$ cat src/rtl/core/led_flash_fade_controller_core_macros.svh
// ----------------------------------------------------------------------------
// LED flash/fade controller assertion macros
// Concurrent check wrappers; empty when SYNTH is defined.
// ----------------------------------------------------------------------------
`ifndef LED_FLASH_FADE_CONTROLLER_CORE_MACROS_SVH
`define LED_FLASH_FADE_CONTROLLER_CORE_MACROS_SVH
`ifndef SYNTH
`define LFFC_ASSERT_IMP(label, clk, rst, ante, cons) \
  label: assert property (@(posedge clk) disable iff (rst) (ante) |-> (cons)) \
    else $error("lffc: implication check failed");
`define LFFC_ASSERT_NEVER(label, clk, rst, expr) \
  label: assert property (@(posedge clk) disable iff (rst) !(expr)) \
    else $error("lffc: forbidden condition seen");
`else
`define LFFC_ASSERT_IMP(label, clk, rst, ante, cons)
`define LFFC_ASSERT_NEVER(label, clk, rst, expr)
`endif
`endif

$ cat src/rtl/core/lffc_pkg.sv
// ----------------------------------------------------------------------------
// LED flash/fade controller package
// Widths, codes, entry and result types shared by the core modules.
// ----------------------------------------------------------------------------
`default_nettype none

package lffc_pkg;

  localparam int NUM_LEDS  = 11;
  localparam int ACT_W     = 3;
  localparam int IDX_W     = 4;
  localparam int MODE_W    = 3;
  localparam int LVL_W     = 16;
  localparam int REG_W     = 2;
  localparam int PTR_W     = (NUM_LEDS > 1) ? $clog2(NUM_LEDS) : 1;
  localparam int DIV_STEPS = LVL_W;
  localparam int DIV_CNT_W = $clog2(DIV_STEPS);

  localparam logic [ACT_W-1:0] ACT_SET     = 3'd0;
  localparam logic [ACT_W-1:0] ACT_REFRESH = 3'd1;
  localparam logic [ACT_W-1:0] ACT_SLOW    = 3'd2;
  localparam logic [ACT_W-1:0] ACT_FAST    = 3'd3;
  localparam logic [ACT_W-1:0] ACT_FADE    = 3'd4;
  localparam logic [ACT_W-1:0] ACT_READ    = 3'd5;

  localparam logic [MODE_W-1:0] MODE_SOLID      = 3'd0;
  localparam logic [MODE_W-1:0] MODE_SLOW_FLASH = 3'd1;
  localparam logic [MODE_W-1:0] MODE_SLOW_FADE  = 3'd2;
  localparam logic [MODE_W-1:0] MODE_FAST_FLASH = 3'd3;
  localparam logic [MODE_W-1:0] MODE_FAST_FADE  = 3'd4;

  localparam logic [REG_W-1:0] REG_SELF_TEST = 2'd0;
  localparam logic [REG_W-1:0] REG_SLOW_DIV  = 2'd1;
  localparam logic [REG_W-1:0] REG_FAST_DIV  = 2'd2;

  localparam logic [LVL_W-1:0] SLOW_DIV_RST = 16'd100;
  localparam logic [LVL_W-1:0] FAST_DIV_RST = 16'd25;

  typedef struct packed {
    logic [MODE_W-1:0] mode;
    logic [LVL_W-1:0]  target;
    logic [LVL_W-1:0]  level;
    logic [LVL_W-1:0]  step;
    logic              rising;
  } entry_t;

  localparam int ENTRY_W = $bits(entry_t);

  localparam entry_t ENTRY_RST = '{
    mode:   '0,
    target: '0,
    level:  '0,
    step:   '0,
    rising: 1'b1
  };

  typedef struct packed {
    logic [ACT_W-1:0]  action;
    logic [IDX_W-1:0]  led_index;
    logic [MODE_W-1:0] led_mode;
    logic [LVL_W-1:0]  target_level;
  } item_t;

  typedef struct packed {
    logic             self_test;
    logic [LVL_W-1:0] slow_div;
    logic [LVL_W-1:0] fast_div;
  } cfg_t;

  typedef struct packed {
    logic [IDX_W-1:0]  index;
    logic              is_drive;
    logic [LVL_W-1:0]  level;
    logic [MODE_W-1:0] mode;
    logic [LVL_W-1:0]  target;
    logic              rising;
  } res_t;

  typedef struct packed {
    logic push;
    logic close;
  } oq_ctl_t;

  typedef struct packed {
    logic ready;
    logic held;
  } oq_stat_t;

endpackage

`default_nettype wire

$ cat src/rtl/core/lffc_ram.sv
// ----------------------------------------------------------------------------
// Generic RAM
// One write port, one read port, registered read data.
// ----------------------------------------------------------------------------
`default_nettype none

module lffc_ram #(
  parameter int WIDTH = 8,
  parameter int DEPTH = 16
) (
  input  logic                                        clk,
  input  logic                                        we,
  input  logic [((DEPTH > 1) ? $clog2(DEPTH) : 1)-1:0] waddr,
  input  logic [WIDTH-1:0]                            wdata,
  input  logic [((DEPTH > 1) ? $clog2(DEPTH) : 1)-1:0] raddr,
  output logic [WIDTH-1:0]                            rdata
);

  logic [WIDTH-1:0] mem [DEPTH];

  always_ff @(posedge clk) begin
    if (we) begin
      mem[waddr] <= wdata;
    end
    rdata <= mem[raddr];
  end

endmodule

`default_nettype wire

$ cat src/rtl/core/lffc_div.sv
// ----------------------------------------------------------------------------
// Fade step divider
// Restoring division, one quotient bit per cycle.
// ----------------------------------------------------------------------------
`default_nettype none

module lffc_div (
  input  logic                    clk,
  input  logic                    rst,
  input  logic                    start,
  input  logic [lffc_pkg::LVL_W-1:0] dividend,
  input  logic [lffc_pkg::LVL_W-1:0] divisor,
  output logic                    done,
  output logic [lffc_pkg::LVL_W-1:0] quotient
);

  import lffc_pkg::*;

  logic                 busy;
  logic [DIV_CNT_W-1:0] cnt;
  logic [LVL_W-1:0]     rem;
  logic [LVL_W-1:0]     dvs;
  logic [LVL_W:0]       shifted;
  logic [LVL_W:0]       diff;
  logic                 ge;

  assign shifted = {rem, quotient[LVL_W-1]};
  assign ge      = shifted >= {1'b0, dvs};
  assign diff    = shifted - {1'b0, dvs};

  always_ff @(posedge clk) begin
    if (rst) begin
      busy <= 1'b0;
      done <= 1'b0;
    end else begin
      done <= 1'b0;
      if (start) begin
        busy <= 1'b1;
      end else if (busy && cnt == DIV_CNT_W'(DIV_STEPS - 1)) begin
        busy <= 1'b0;
        done <= 1'b1;
      end
    end
  end

  always_ff @(posedge clk) begin
    if (start) begin
      quotient <= dividend;
      rem      <= '0;
      dvs      <= divisor;
      cnt      <= '0;
    end else if (busy) begin
      rem      <= ge ? diff[LVL_W-1:0] : shifted[LVL_W-1:0];
      quotient <= {quotient[LVL_W-2:0], ge};
      cnt      <= cnt + DIV_CNT_W'(1);
    end
  end

endmodule

`default_nettype wire

$ cat src/rtl/core/lffc_outq.sv
// ----------------------------------------------------------------------------
// Result staging
// Hold the newest result until the next one or the end of the walk marks
// whether it is final, then pass it to the output register.
// ----------------------------------------------------------------------------
`default_nettype none

module lffc_outq (
  input  logic               clk,
  input  logic               rst,
  input  lffc_pkg::oq_ctl_t  ctl,
  input  lffc_pkg::res_t     res_in,
  output lffc_pkg::oq_stat_t stat,
  input  logic               out_stall,
  output logic               out_valid,
  output lffc_pkg::res_t     out_res,
  output logic               out_last
);

  import lffc_pkg::*;

  logic held_v;
  res_t held;
  logic out_free;
  logic move;

  assign out_free   = !out_valid || !out_stall;
  assign stat.ready = !held_v || out_free;
  assign stat.held  = held_v;
  assign move       = held_v && (ctl.push || ctl.close);

  always_ff @(posedge clk) begin
    if (rst) begin
      out_valid <= 1'b0;
      held_v    <= 1'b0;
    end else begin
      if (move) begin
        out_valid <= 1'b1;
      end else if (!out_stall) begin
        out_valid <= 1'b0;
      end
      if (ctl.push) begin
        held_v <= 1'b1;
      end else if (ctl.close) begin
        held_v <= 1'b0;
      end
    end
  end

  always_ff @(posedge clk) begin
    if (move) begin
      out_res  <= held;
      out_last <= ctl.close;
    end
    if (ctl.push) begin
      held <= res_in;
    end
  end

endmodule

`default_nettype wire

$ cat src/rtl/core/lffc_engine.sv
// ----------------------------------------------------------------------------
// LED table engine
// Walk the entry RAM: read, update, write back and emit results.
// ----------------------------------------------------------------------------
`default_nettype none

module lffc_engine (
  input  logic               clk,
  input  logic               rst,
  input  logic               start,
  input  lffc_pkg::item_t    item,
  input  lffc_pkg::cfg_t     cfg,
  input  lffc_pkg::oq_stat_t oq_stat,
  output logic               busy,
  output lffc_pkg::oq_ctl_t  oq_ctl,
  output lffc_pkg::res_t     res
);

  import lffc_pkg::*;

  localparam logic [2:0] S_IDLE = 3'd0;
  localparam logic [2:0] S_RD   = 3'd1;
  localparam logic [2:0] S_EV   = 3'd2;
  localparam logic [2:0] S_DV   = 3'd3;
  localparam logic [2:0] S_UP   = 3'd4;
  localparam logic [2:0] S_PU   = 3'd5;
  localparam logic [2:0] S_CL   = 3'd6;

  logic [2:0]          st;
  logic [ACT_W-1:0]    act;
  logic [IDX_W-1:0]    idx;
  logic [PTR_W-1:0]    ptr;
  logic [NUM_LEDS-1:0] vld;
  entry_t              ent;
  entry_t              rd_ent;
  entry_t              upd;
  entry_t              wr_ent;
  logic [ENTRY_W-1:0]  rdata;
  logic                we;
  logic [PTR_W-1:0]    waddr;
  logic                in_range;
  logic                hit;
  logic                need_div;
  logic                at_end;
  logic [LVL_W-1:0]    div_sel;
  logic [LVL_W-1:0]    div_dvs;
  logic [LVL_W-1:0]    quo;
  logic                div_done;
  logic [LVL_W-1:0]    drv_lvl;
  logic [LVL_W:0]      sum;

  assign busy     = st != S_IDLE;
  assign in_range = {1'b0, item.led_index} < (IDX_W + 1)'(NUM_LEDS);
  assign rd_ent   = vld[ptr] ? entry_t'(rdata) : ENTRY_RST;
  assign at_end   = ptr == PTR_W'(NUM_LEDS - 1);

  always_comb begin
    unique case (act)
      ACT_REFRESH: hit = rd_ent.mode == MODE_SOLID;
      ACT_SLOW:    hit = rd_ent.mode == MODE_SLOW_FLASH;
      ACT_FAST:    hit = rd_ent.mode == MODE_FAST_FLASH;
      ACT_FADE:    hit = rd_ent.mode == MODE_SLOW_FADE || rd_ent.mode == MODE_FAST_FADE;
      default:     hit = 1'b0;
    endcase
  end

  assign need_div = hit && act == ACT_FADE && rd_ent.step == '0;
  assign div_sel  = (rd_ent.mode == MODE_SLOW_FADE) ? cfg.slow_div : cfg.fast_div;
  assign div_dvs  = (div_sel == '0) ? LVL_W'(1) : div_sel;

  lffc_div u_div (
    .clk      (clk),
    .rst      (rst),
    .start    (st == S_EV && need_div),
    .dividend (rd_ent.target),
    .divisor  (div_dvs),
    .done     (div_done),
    .quotient (quo)
  );

  always_comb begin
    upd     = ent;
    drv_lvl = '0;
    sum     = {1'b0, ent.level} + {1'b0, ent.step};
    case (act) inside
      ACT_REFRESH: begin
        upd.level = ent.target;
        drv_lvl   = ent.target;
      end
      ACT_SLOW, ACT_FAST: begin
        if (ent.level == '0) begin
          upd.level = ent.target;
          drv_lvl   = ent.target;
        end else begin
          upd.level = '0;
        end
      end
      ACT_FADE: begin
        if (ent.rising) begin
          if (sum >= {1'b0, ent.target}) begin
            upd.level  = ent.target;
            upd.rising = 1'b0;
          end else begin
            upd.level = sum[LVL_W-1:0];
          end
        end else begin
          if (ent.level <= ent.step) begin
            upd.level  = '0;
            upd.rising = 1'b1;
          end else begin
            upd.level = ent.level - ent.step;
          end
        end
        drv_lvl = upd.level;
      end
      default: ;
    endcase
  end

  assign we     = (st == S_IDLE && start && item.action == ACT_SET && in_range) || st == S_UP;
  assign waddr  = (st == S_UP) ? ptr : item.led_index[PTR_W-1:0];
  assign wr_ent = (st == S_UP) ? upd : entry_t'{
    mode:   item.led_mode,
    target: item.target_level,
    level:  '0,
    step:   '0,
    rising: 1'b1
  };

  lffc_ram #(
    .WIDTH (ENTRY_W),
    .DEPTH (NUM_LEDS)
  ) u_ram (
    .clk   (clk),
    .we    (we),
    .waddr (waddr),
    .wdata (wr_ent),
    .raddr (ptr),
    .rdata (rdata)
  );

  assign oq_ctl.push  = st == S_PU && oq_stat.ready;
  assign oq_ctl.close = st == S_CL && oq_stat.ready;

  always_ff @(posedge clk) begin
    if (rst) begin
      st  <= S_IDLE;
      vld <= '0;
    end else begin
      if (we) begin
        vld[waddr] <= 1'b1;
      end
      unique case (st)
        S_IDLE: begin
          if (start) begin
            act <= item.action;
            idx <= item.led_index;
            case (item.action) inside
              ACT_REFRESH, ACT_SLOW, ACT_FAST, ACT_FADE: begin
                ptr <= '0;
                st  <= S_RD;
              end
              ACT_READ: begin
                if (in_range) begin
                  ptr <= item.led_index[PTR_W-1:0];
                  st  <= S_RD;
                end else begin
                  res <= '{index: item.led_index, is_drive: 1'b0, level: '0,
                           mode: '0, target: '0, rising: 1'b0};
                  st  <= S_PU;
                end
              end
              default: ;
            endcase
          end
        end
        S_RD: st <= S_EV;
        S_EV: begin
          ent <= rd_ent;
          if (act == ACT_READ) begin
            res <= '{index: idx, is_drive: 1'b0, level: rd_ent.level,
                     mode: rd_ent.mode, target: rd_ent.target, rising: rd_ent.rising};
            st  <= S_PU;
          end else if (need_div) begin
            st <= S_DV;
          end else if (hit) begin
            st <= S_UP;
          end else if (at_end) begin
            st <= S_CL;
          end else begin
            ptr <= ptr + PTR_W'(1);
            st  <= S_RD;
          end
        end
        S_DV: begin
          if (div_done) begin
            ent.step <= quo;
            st       <= S_UP;
          end
        end
        S_UP: begin
          res <= '{index: IDX_W'(ptr), is_drive: 1'b1, level: drv_lvl,
                   mode: '0, target: '0, rising: 1'b0};
          if (!cfg.self_test) begin
            st <= S_PU;
          end else if (at_end) begin
            st <= S_CL;
          end else begin
            ptr <= ptr + PTR_W'(1);
            st  <= S_RD;
          end
        end
        S_PU: begin
          if (oq_stat.ready) begin
            if (act == ACT_READ || at_end) begin
              st <= S_CL;
            end else begin
              ptr <= ptr + PTR_W'(1);
              st  <= S_RD;
            end
          end
        end
        S_CL: begin
          if (oq_stat.ready) begin
            st <= S_IDLE;
          end
        end
        default: st <= S_IDLE;
      endcase
    end
  end

endmodule

`default_nettype wire

$ cat src/rtl/core/led_flash_fade_controller_core.sv
// ----------------------------------------------------------------------------
// LED flash/fade controller core
// Table of LED entries in RAM driven by set, refresh, tick and read commands.
//
//   channel  handshake            payload
//   in       in_valid/in_stall    action, led_index, led_mode, target_level
//   out      out_valid/out_stall  out_index .. report_rising, last
//   cfg      cfg_valid/cfg_ready  cfg_index, cfg_data
//
// A set writes its entry from idle; a read passes through the read and
// evaluate states, but skips them for an index beyond the table.
// A tick or refresh walks all entries: a skipped entry passes through read
// and evaluate, a matching entry also through update and push (no push under
// self test), a zero fade step is divided first, and a close state finishes.
// Reset clears the per-entry valid bits; no clearing pass.
// Output stall holds the walk at the next result until the register frees.
// ----------------------------------------------------------------------------
`default_nettype none
`include "led_flash_fade_controller_core_macros.svh"

module led_flash_fade_controller_core (
  input  logic                         clk,
  input  logic                         rst,
  input  logic                         in_valid,
  output logic                         in_stall,
  input  logic [lffc_pkg::ACT_W-1:0]   action,
  input  logic [lffc_pkg::IDX_W-1:0]   led_index,
  input  logic [lffc_pkg::MODE_W-1:0]  led_mode,
  input  logic [lffc_pkg::LVL_W-1:0]   target_level,
  output logic                         out_valid,
  input  logic                         out_stall,
  output logic [lffc_pkg::IDX_W-1:0]   out_index,
  output logic                         is_drive,
  output logic [lffc_pkg::LVL_W-1:0]   pwm_level,
  output logic [lffc_pkg::MODE_W-1:0]  report_mode,
  output logic [lffc_pkg::LVL_W-1:0]   report_target,
  output logic                         report_rising,
  output logic                         last,
  input  logic                         cfg_valid,
  output logic                         cfg_ready,
  input  logic [lffc_pkg::REG_W-1:0]   cfg_index,
  input  logic [lffc_pkg::LVL_W-1:0]   cfg_data
);

  import lffc_pkg::*;

  cfg_t     cfg;
  item_t    item;
  res_t     res;
  res_t     out_res;
  oq_ctl_t  oq_ctl;
  oq_stat_t oq_stat;
  logic     busy;

  assign cfg_ready = 1'b1;

  always_ff @(posedge clk) begin
    if (rst) begin
      cfg.self_test <= 1'b0;
      cfg.slow_div  <= SLOW_DIV_RST;
      cfg.fast_div  <= FAST_DIV_RST;
    end else if (cfg_valid && cfg_ready) begin
      unique case (cfg_index)
        REG_SELF_TEST: cfg.self_test <= cfg_data[0];
        REG_SLOW_DIV:  cfg.slow_div  <= cfg_data;
        REG_FAST_DIV:  cfg.fast_div  <= cfg_data;
        default: ;
      endcase
    end
  end

  assign item     = '{action: action, led_index: led_index, led_mode: led_mode,
                      target_level: target_level};
  assign in_stall = busy;

  lffc_engine u_engine (
    .clk     (clk),
    .rst     (rst),
    .start   (in_valid && !in_stall),
    .item    (item),
    .cfg     (cfg),
    .oq_stat (oq_stat),
    .busy    (busy),
    .oq_ctl  (oq_ctl),
    .res     (res)
  );

  lffc_outq u_outq (
    .clk       (clk),
    .rst       (rst),
    .ctl       (oq_ctl),
    .res_in    (res),
    .stat      (oq_stat),
    .out_stall (out_stall),
    .out_valid (out_valid),
    .out_res   (out_res),
    .out_last  (last)
  );

  assign out_index     = out_res.index;
  assign is_drive      = out_res.is_drive;
  assign pwm_level     = out_res.level;
  assign report_mode   = out_res.mode;
  assign report_target = out_res.target;
  assign report_rising = out_res.rising;

  // idle engine leaves no result waiting for its final mark
  `LFFC_ASSERT_IMP(a_idle_drained, clk, rst, !in_stall, !oq_stat.held)
  `LFFC_ASSERT_IMP(a_move_ready, clk, rst, oq_ctl.push || oq_ctl.close, oq_stat.ready)
  `LFFC_ASSERT_NEVER(a_push_close, clk, rst, oq_ctl.push && oq_ctl.close)

endmodule

`default_nettype wire
$ cat config.mk
export PLATFORM = sky130hd
export DESIGN_NAME = led_flash_fade_controller_core
export DESIGN_NICKNAME = d
export VERILOG_FILES = /design/src/rtl/core/lffc_pkg.sv /design/src/rtl/core/lffc_ram.sv /design/src/rtl/core/lffc_div.sv /design/src/rtl/core/lffc_outq.sv /design/src/rtl/core/lffc_engine.sv /design/src/rtl/core/led_flash_fade_controller_core.sv
export VERILOG_INCLUDE_DIRS = /design/src /design/src/rtl/core
export SDC_FILE = /design/constraint.sdc
export NUM_CORES = 1
export LEC_CHECK = 0
export BUFFER_PORTS_ARGS = -buffer_cell sky130_fd_sc_hd__buf_2
export CORE_MARGIN = 10
export CORE_UTILIZATION = 35
export CTS_CLUSTER_DIAMETER = 150
export CTS_CLUSTER_SIZE = 20
export DETAILED_ROUTE_END_ITERATION = 8
export PLACE_DENSITY = 0.56
export SLEW_MARGIN = 20
export SYNTH_ARGS = -nofsm -noshare
export SYNTH_HDL_FRONTEND = slang
export SYNTH_SLANG_ARGS = --single-unit
$ cat constraint.sdc
create_clock -name clk -period 9.05 [get_ports clk]
set_clock_uncertainty 0.1 [all_clocks]
set_input_delay 1.3575 -clock clk [delete_from_list [all_inputs] [get_ports clk]]
set_output_delay 1.3575 -clock clk [all_outputs]
set_load 0.05 [all_outputs]
Word-level counts from Yosys, hierarchy flattened
Memory sizes are Yosys's and may differ from the RTL's. A register that Yosys moved wholly into a read port is not among the register bits.
Index checks and enable logic that the tools add are counted.
{"block": "totals", "memories": 1, "inputBits": 49, "reg_bits": 290, "elab_cells": 214, "ram_bits": 572, "out_inout_bits": 45}
{"block": "op_classes", "bitwise": 2, "muxes": 71, "addsub": 5, "n_lt_le_gt_ge": 7, "reduce_logical": 48, "n_eq_ne": 40}
{"name": "u_engine.u_ram.mem", "words": 11, "width": 52, "read_ports": 1, "rd_ports_with_merged_regs": 1, "write_ports": 1, "line_no": "lffc_ram.sv:19", "rtl": "logic [WIDTH-1:0] mem [DEPTH];"}
{"operator": "$mux W16", "count": 15}
{"operator": "$mux W41", "count": 5}
{"operator": "$pmux W41 S3", "count": 1}
{"operator": "$mux W52", "count": 2}
{"operator": "$logic_not A16 Y1", "count": 3}
{"operator": "$mux W4", "count": 12}
{"operator": "$mux W3", "count": 13}
{"operator": "$ge A17 B16 Y1", "count": 2}
{"operator": "$pmux W16 S2", "count": 1}
{"operator": "$sub A16 B16 Y16", "count": 2}
{"operator": "$eq A3 B2 Y1 const B", "count": 8}
{"operator": "$eq A3 B3 Y1 const B", "count": 8}
{"operator": "$pmux W3 S7", "count": 1}
{"operator": "$ne A2 B2 Y1 const B", "count": 10}
{"operator": "$add A16 B16 Y17", "count": 1}
{"operator": "$mux W1", "count": 17}
{"operator": "$le A16 B16 Y1", "count": 1}
{"operator": "$pmux W4 S4", "count": 1}
{"operator": "$eq A3 B1 Y1 const B", "count": 4}
{"operator": "$logic_and A1 B1 Y1", "count": 12}
{"operator": "$or A11 B11 Y11", "count": 1}
{"operator": "$reduce_and A11 Y1", "count": 1}
{"operator": "$lt A4 B5 Y1 const B", "count": 2}
{"operator": "$logic_not A3 Y1", "count": 3}
{"operator": "25 further kinds", "count": 47}

Logic depth before layout (Yosys ltp)
Gate-level depths: netlist of run 1.
{"block": "depth", "ltp_word": 11, "ltp_mapped": 19, "mapped_depth_nobuf": 18}

Cells and area by module
From an unflattened synthesis of run 1, not the netlist that was laid out.
{"block": "unflattened", "hier_cells": 2743, "area_unflattened_um2": 39165.1}
{"mod": "lffc_ram", "instances": 1, "cells_each": 1240, "area_each_um2": 23426.2, "seq_area_each_um2": 18217.5}
{"mod": "lffc_engine", "instances": 1, "cells_each": 997, "area_each_um2": 8780.9, "seq_area_each_um2": 3403.3}
{"mod": "lffc_div", "instances": 1, "cells_each": 273, "area_each_um2": 2947.8, "seq_area_each_um2": 1401.3}
{"mod": "lffc_outq", "instances": 1, "cells_each": 94, "area_each_um2": 2581.2, "seq_area_each_um2": 2532.4}
{"mod": "led_flash_fade_controller_core", "instances": 1, "cells_each": 139, "area_each_um2": 1428.9, "seq_area_each_um2": 660.6}

Least setup slack after synthesis of run 1
OpenSTA, ideal clock, no wires.
{"block": "synth_timing", "path_type": "input to register", "start": "in led_index[1] in the netlist's numbering", "end": "reg, netlist name u_engine.res[0]", "setup_ns": 0.661, "slack_ns": 0.044, "path_stages": 5, "arrival_time_ns": 8.245, "required_ns": 8.289, "n_path_buf": 0, "cell_sequence": "a21o_1 nand2_1 nor3_1 nor2_1 a2111oi_0"}
{"block": "synth_via", "elab_chain_cells": 3}
{"element": "start: declaration", "line_no": "led_flash_fade_controller_core.sv:27", "rtl": "input logic [lffc_pkg::IDX_W-1:0] led_index,"}
{"element": "$lt A4 B4 Y1", "line_no": "lffc_engine.sv:53", "rtl": "assign in_range = {1'b0, item.led_index} < (IDX_W + 1)'(NUM_LEDS);"}
{"element": "$ne A2 B2 Y1 (no line)"}
{"element": "$reduce_and A7 Y1 (no line)"}
No other way between the ends.
A chain may end at the register's enable or synchronous reset.

Worst setup path after layout of run 1
{"block": "layout_timing", "start": "reg u_engine.ent[17] in the netlist's numbering", "end": "mem u_engine.u_ram.mem[0][29] in the netlist's numbering (data pin)"}
{"block": "layout_via", "elab_chain_cells": 8, "elab_cells_between_ends": 13, "classes_between": "2 x add/sub; 2 x order compare; 8 x mux; 1 x reduce/logical"}
{"element": "start: declaration", "line_no": "lffc_engine.sv:34", "rtl": "entry_t ent;"}
{"element": "start signal: assignment", "line_no": "lffc_engine.sv:179", "rtl": "ent <= rd_ent;"}
{"element": "$add A16 B16 Y17", "line_no": "lffc_engine.sv:84", "rtl": "sum = {1'b0, ent.level} + {1'b0, ent.step};"}
{"element": "$ge A17 B16 Y1", "line_no": "lffc_engine.sv:100", "rtl": "if (sum >= {1'b0, ent.target}) begin"}
{"element": "$mux W16", "line_no": "lffc_engine.sv:100"}
{"element": "$mux W16", "line_no": "lffc_engine.sv:99", "rtl": "if (ent.rising) begin"}
{"element": "$mux W16", "line_no": "lffc_engine.sv:85", "rtl": "case (act) inside"}
{"element": "$mux W16 (*) (2 in series)", "line_no": "lffc_engine.sv:85"}
{"element": "$mux W52 (*)", "line_no": "lffc_engine.sv:122", "rtl": "assign wr_ent = (st == S_UP) ? upd : entry_t'{"}
{"element": "named net u_engine.u_ram.wdata[29]", "line_no": "lffc_ram.sv:14", "rtl": "input logic [WIDTH-1:0] wdata,"}
{"element": "end: declaration", "line_no": "lffc_ram.sv:19"}
Mark *: on every way through the listed nets, which the timed path passes. The rest lies on a longest branch.

==> summary.md, run 1 <==
| Metric | Value |
|---|---|
| Status | completed |
| Ys async rst share | 0 |
| PortBufs | 92 |
| Synth unique cells | 92 |
| Final period utilization | 0.669 |
| Clock sinks | 914 |
| Routed Antenna Nets | 0 |
| Switching Share | 0.318 |
| Area growth syn-to-layout | 9.57% |
| Post-synth EDFFs | 791 |
| Avg Cell Area, Syn | 14.5 um2 |
| Pint | 0.00705 W |
| CTS max path bufs | 3 |
| Gate count of the mapped netlist | 2651 |
| Hold Vio Cnt, Final | 0 |
| Area leader, netlist | edfxtp_1 |
| # setup viols final | 0 |
| Pins over their slew limit | 0 |
| # resized after CTS | 0 |
| DRC viols | 0 |
| Largest net degree at the start of global routing | 87 |
| Clock root buffer | clkbuf_16 |
| Register area share after synthesis | 0.683 |
| Mapped Area | 0.0384 mm2 |
| RSZ-0062 raised after global routing | no |
| Leakage Power | 14.5 nW |
| CP peak stage delay | 0.56 ns |
| Final Util | 0.386 |
| Synth cell count leaders | edfxtp_1, nand2_1, o21ai_0, nor2_1, mux2i_1 |
| Row Count | 121 |
| Boundary pin count | 94 |
| Hpwl dp | 68000 um |
| F_max | 165 MHz |
| Ys Warns | 0 |
| Peak supply drop | 0.136 mV |
| Synth top area cells | edfxtp_1, dfxtp_1, mux4_2 |
| CP arrival | 6.18 ns |
| Worst-Margin Slew | 1.13 ns |
| # hold bufs at CTS | 0 |
| GRT Overall Usage | 0.165 |
| Sequential power share | 0.514 |
| Core Region | 0.109 mm2 |
| Via density per instance | 5.41 |
| Vias in the first global route | 22.5k |
| Pre-Repair DR Iteration Count | 5 |
| Htree depth | 2 |
| Filler cells | 10.0k |
| Remaining Overflow, GRT | 0 |
| Final net count | 2823 |
| R2r setup slk | 3.00 ns |
| Gate power share | 0.250 |
| Die area | 0.123 mm2 |
| Critical path cell sequence | ha_1 -> inv_1 -> fa_1 -> or2_1 -> a221oi_2 -> o21ai_1 -> o221a_2 -> xnor2_1 -> inv_1 -> ha_1 -> nand2_1 -> or4_1 -> a31o_2 -> a31o_2 -> o211ai_2 -> buf_4 -> o21ai_0 -> a2bb2oi_1 -> o21ai_0 |
| Wire per inst | 24.9 um |
| Die W | 351 um |
| P_sw | 0.00329 W |
| Clk network pwr share | 0.236 |
| CP Launch Type | flop |
| Synth Flop Type | edfxtp_1 |
| First-pass GRT wire length | 152000 um |
| Max-cap violations | 0 |
| Final GP Congestion | 0.921 |
| DRT Wirelength | 104000 um |
| Fin crit period | 6.05 ns |
| Share of post-route cells with drive strength above 1 | 0.131 |
| Via count | 22.5k |
| Fin area | 0.0421 mm2 |
| Number of synthesized register bits | 914 |
| Min-delay worst type | flop to flop |
| Post-synth top area share | 0.619 |
| Post-DP Area | 0.0405 mm2 |
| Slew margin rel. | 0.243 |
| Antenna violations before repair | 14 |
| Mapped Nets | 2770 |
| Initial detailed-routing violation count | 2208 |
| Crit path max-delay cell type | or4_1 |
| CP required | 9.18 ns |
| Pwr/cell area | 246 mW/mm2 |
| Total CTS buffers | 51 |
| Critical path type | flop to flop |
| Most frequent cell after synthesis | edfxtp_1 |
| Clk pin slew, worst setup/hold paths | 0.10 ns |
| Post-CTS setup buffer count | 0 |
| CP Max Fanout | 15 |
| Worst-skew pair later-pin latency | 0.67 ns |
| Crit end category | flop |
| CTS tree | built |
| DIE HEIGHT | 351 um |
| Setup TNS | 0 ns |
| Initial Util | 0.353 |
-- stage by stage --
| step | power, W | worst slack [ns] | std cells | hold WS, ns |
|---|---|---|---|---|
| detailed placement | 0.00798 | 2.75 | 4063 | 0.305 |
| global placement | 0.00794 | 3.06 | 4063 | 0.302 |
| finish | 0.0103 | 3.00 | 4161 | 0.320 |
| global route | 0.0108 | 2.63 | 4160 | 0.327 |
| floorplan | 0.00706 | 0.0443 | 2651 | 0.300 |
| CTS | 0.0104 | 2.69 | 4158 | 0.320 |
-- metal layers --
layer  share of wire  wire (um)  up-vias  track usage
met3           0.067       6960      132       0.0295
met2            0.45      46900      711        0.259
li1                -          -    10100            -
met1            0.46      47900    11500        0.236
met5         0.00038         39        -            0
met4           0.019       1980        6       0.0383
-- logic make-up after synthesis --
group / after synthesis / share of synthesized area
mux: 266 / 0.105
other cells: 1 / 0.0000977
buf+inv: 221 / 0.0230
xor+xnor: 38 / 0.00867
flops: 914 / 0.683
compound gates: 424 / 0.0700
fa+ha+maj: 70 / 0.0234
simple gates: 717 / 0.0868
-- layout make-up --
class,instances,area [um2],share of cell area
Multi-Input combinational cell,1516,11400,0.272
Clock buffer,92,1450,0.0345
Inverter,81,304,0.00723
Antenna cell,1,2.50,0.0000595
Sequential cell,914,26200,0.623
Clock inverter,3,33.8,0.000803
Tap cell,1414,1770,0.0421
Timing Repair Buffer,140,831,0.0198
-- final timing paths --
check                        start                         to  depth (start not counted)
setup / recovery  u_engine.ent[17]  u_engine.u_ram.mem[0][29]                         19
hold / removal     u_outq.held[21]         u_outq.out_res[21]                          0
setup reg to reg  u_engine.ent[17]  u_engine.u_ram.mem[0][29]                         19
hold reg to reg    u_outq.held[21]         u_outq.out_res[21]                          0
-- layout by cell type (no fill, tap or decap), types with 23 or more instances in the layout --
| cell type | n |
|---|---|
| nand3_1 | 37 |
| buf_2 | 92 |
| a211oi_1 | 26 |
| edfxtp_1 | 791 |
| clkbuf_16 | 52 |
| and3_1 | 24 |
| ha_1 | 67 |
| mux2_1 | 23 |
| nor3_1 | 40 |
| xnor2_1 | 26 |
| and2_1 | 39 |
| nor2_1 | 132 |
| nor4_1 | 23 |
| clkbuf_1 | 40 |
| inv_1 | 79 |
| o21ai_0 | 160 |
| mux4_2 | 106 |
| mux2i_1 | 127 |
| nand2_1 | 310 |
| buf_4 | 46 |
| dfxtp_1 | 123 |
| a21oi_1 | 87 |
-- worst max-delay path: cells and delay by family (launching register included) --
family | cells | cell delay, ns
simple gates | 3 | 0.92
xor+xnor | 1 | 0.23
fa+ha+maj | 3 | 0.90
flops | 1 | 0.42
compound gates | 9 | 2.53
buf+inv | 3 | 0.47
-- sequential cells by signal, indices dropped and copies added (netlist names), 11 cells and up --
name / cells
u_outq.held: 41
u_engine.u_ram.rdata: 52
u_engine.u_div.dvs: 16
u_engine.u_ram.mem: 572
u_engine.vld: 11
u_engine.res: 41
u_engine.ent: 52
u_engine.u_div.quotient: 16
cfg: 33
u_engine.u_div.rem: 16
u_outq.out_res: 41
-- power groups by stage --
| stage | combinational (W) | sequential (W) | clock [W] |
|---|---|---|---|
| 6_report | 0.00259 | 0.00531 | 0.00244 |
| 5_1_grt | 0.00284 | 0.00534 | 0.00266 |
| 4_1_cts | 0.00259 | 0.00531 | 0.00251 |
| 3_5_place_dp | 0.00258 | 0.00540 | 0 |
| 3_3_place_gp | 0.00255 | 0.00540 | 0 |
| 2_1_floorplan | 0.00184 | 0.00522 | 0 |
(Power assumes the default switching activity.)
==> run 2, diff against run 1 <==
- PLACE_DENSITY: 0.56 -> 0.55
- clock period: 9.05 -> 6.1 ns (I/O delays scaled with it)
==> run 2 against run 1 <==
Worst hold slack better by 0.0014 ns. Sequential share of layout area down 0.23 points. Sequential cell count unchanged.
==> summary.md, run 2 (synthesized netlist as in run 1, its figures left out) <==
| Metric | Value |
|---|---|
| Status | completed |
| Register area | 0.0262 mm2 |
| Via count | 22.5k |
| Initial Util | 0.353 |
| Slew margin rel. | 0.241 |
| Antenna violations before repair | 10 |
| Commonest cells after routing, fill and taps aside | edfxtp_1, nand2_1, o21ai_0 |
| Via density per instance | 5.40 |
| Pwr/cell area | 364 mW/mm2 |
| Global-route met3 utilization | 0.0276 |
| Final net count | 2825 |
| Htree depth | 2 |
| DRT Wirelength | 104000 um |
| Core Region | 0.109 mm2 |
| Max-cap violations | 0 |
| Wire per inst | 24.9 um |
| Area of the multi-input gates | 0.0115 mm2 |
| DIE HEIGHT | 351 um |
| Area growth syn-to-layout | 9.97% |
| Clock sinks | 914 |
| Row Count | 121 |
| GRT Overall Usage | 0.165 |
| Pins over their slew limit | 0 |
| Final GP Congestion | 0.940 |
| CTS max path bufs | 3 |
| Share of post-route cells with drive strength above 1 | 0.131 |
| Clock root buffer | clkbuf_16 |
| Routed Antenna Nets | 0 |
| Fin area | 0.0422 mm2 |
| # setup viols final | 0 |
| Peak supply drop | 0.219 mV |
| F_max | 174 MHz |
| Total CTS buffers | 51 |
| Clk pin slew, worst setup/hold paths | 0.09 ns |
| CP required | 6.37 ns |
| Hold Vio Cnt, Final | 0 |
| Largest net degree at the start of global routing | 84 |
| PortBufs | 92 |
| Min-delay worst type | flop to flop |
| CTS tree | built |
| # hold bufs at CTS | 0 |
| Die W | 351 um |
| GRT met2 Usage | 0.263 |
| Post-DP Area | 0.0407 mm2 |
| Vias in the first global route | 22.2k |
| CP Launch Type | flop |
| Remaining Overflow, GRT | 0 |
| Filler cells | 10.1k |
| Die area | 0.123 mm2 |
| Worst-skew pair later-pin latency | 0.66 ns |
| Boundary pin count | 94 |
| CP arrival | 6.02 ns |
| Most flop-heavy register | u_engine.u_ram.mem |
| First-pass GRT wire length | 152000 um |
| Initial detailed-routing violation count | 2154 |
| Crit end category | flop |
| CP Max Fanout | 11 |
| Worst-Margin Slew | 1.13 ns |
| RSZ-0062 raised after global routing | no |
| Max reg flops | 572 |
| Hpwl dp | 68300 um |
| Cells on worst reg2reg path | 19 |
| Critical path type | flop to flop |
| Commonest non-fill, non-tap cell in the layout | edfxtp_1 |
| Largest regs | u_engine.u_ram.mem x572, u_engine.ent x52, u_engine.u_ram.rdata x52 |
| Fin crit period | 5.75 ns |
| Hold depth | 0 |
| Grt met1 use | 0.236 |
| DRC viols | 0 |
| GR peak layer | met2 |
| Final period utilization | 0.943 |
| Leakage Power | 14.5 nW |
| Setup TNS | 0 ns |
| Pre-Repair DR Iteration Count | 5 |
| Hold WS | 0.321 ns |
-- run 2: cell count changes in the layout (fill, tap and decap cells not counted), sizes merged --
cell	delta
inv	-1
clkinv	-1
diode	+1
buf	+3
-- run 2: where the power goes --
group / switching, W / internal (W)
Sequential: 0.000464 / 0.00746
Combinational: 0.00244 / 0.00139
Clock: 0.00197 / 0.00164
Total: 0.00487 / 0.0105
-- run 2: timing repair --
action / CTS / global route
hold endpoints to repair: 0 / 0
gates resized for setup: 0 / 2
buffers inserted: 0 / 0
endpoints found under the setup margin: 0 / 22
-- run 2: routing by layer --
layer  share of wire  wire (um)
met1            0.45      46900
met2            0.46      47700
met3           0.069       7120
met4           0.018       1880
met5         0.00013         13
-- run 2: worst paths after layout --
| check | start | endpoint | slack [ns] |
|---|---|---|---|
| min | u_outq.held[16] | u_outq.out_res[16] | 0.32 |
| max | u_engine.ent[17] | u_engine.u_ram.mem[8][19] | 0.35 |
| max reg2reg | u_engine.ent[17] | u_engine.u_ram.mem[8][19] | 0.35 |
| min reg2reg | u_outq.held[16] | u_outq.out_res[16] | 0.32 |
-- run 2: cell type report --
type	instances	share of cell area
well taps	1414	0.0419
diodes	2	0.000119
inverters	81	0.00720
clock inverters	1	0.000208
repair buffers	142	0.0228
multi-input cells	1516	0.272
flip-flops and latches	914	0.621
clock buffers	93	0.0350
-- run 2: worst max-delay path, cell delays in order (launching register included) --
cell      delay, ns
edfxtp_1       0.44
ha_1           0.22
inv_1          0.06
fa_1           0.40
or2_1          0.28
a221oi_2       0.37
o21ai_1        0.21
o221a_2        0.34
xnor2_1        0.19
inv_1          0.07
ha_1           0.27
nand2_1        0.12
or4_1          0.57
a31o_2         0.24
a31o_2         0.21
o211ai_2       0.13
buf_4          0.27
mux2i_1        0.25
o22ai_1        0.12
a211oi_2       0.60
-- run 2: stage by stage --
| stage | setup WS, ns | util | power [W] | cells |
|---|---|---|---|---|
| finish | 0.349 | 0.388 | 0.0154 | 4163 |
| global route | 0.0149 | 0.388 | 0.0161 | 4161 |
| CTS | 0.339 | 0.387 | 0.0155 | 4160 |
| detailed placement | 0.383 | 0.374 | 0.0119 | 4066 |
| global placement | 0.444 | 0.374 | 0.0118 | 4066 |
| floorplan | 1.08 | - | 0.0105 | 2651 |
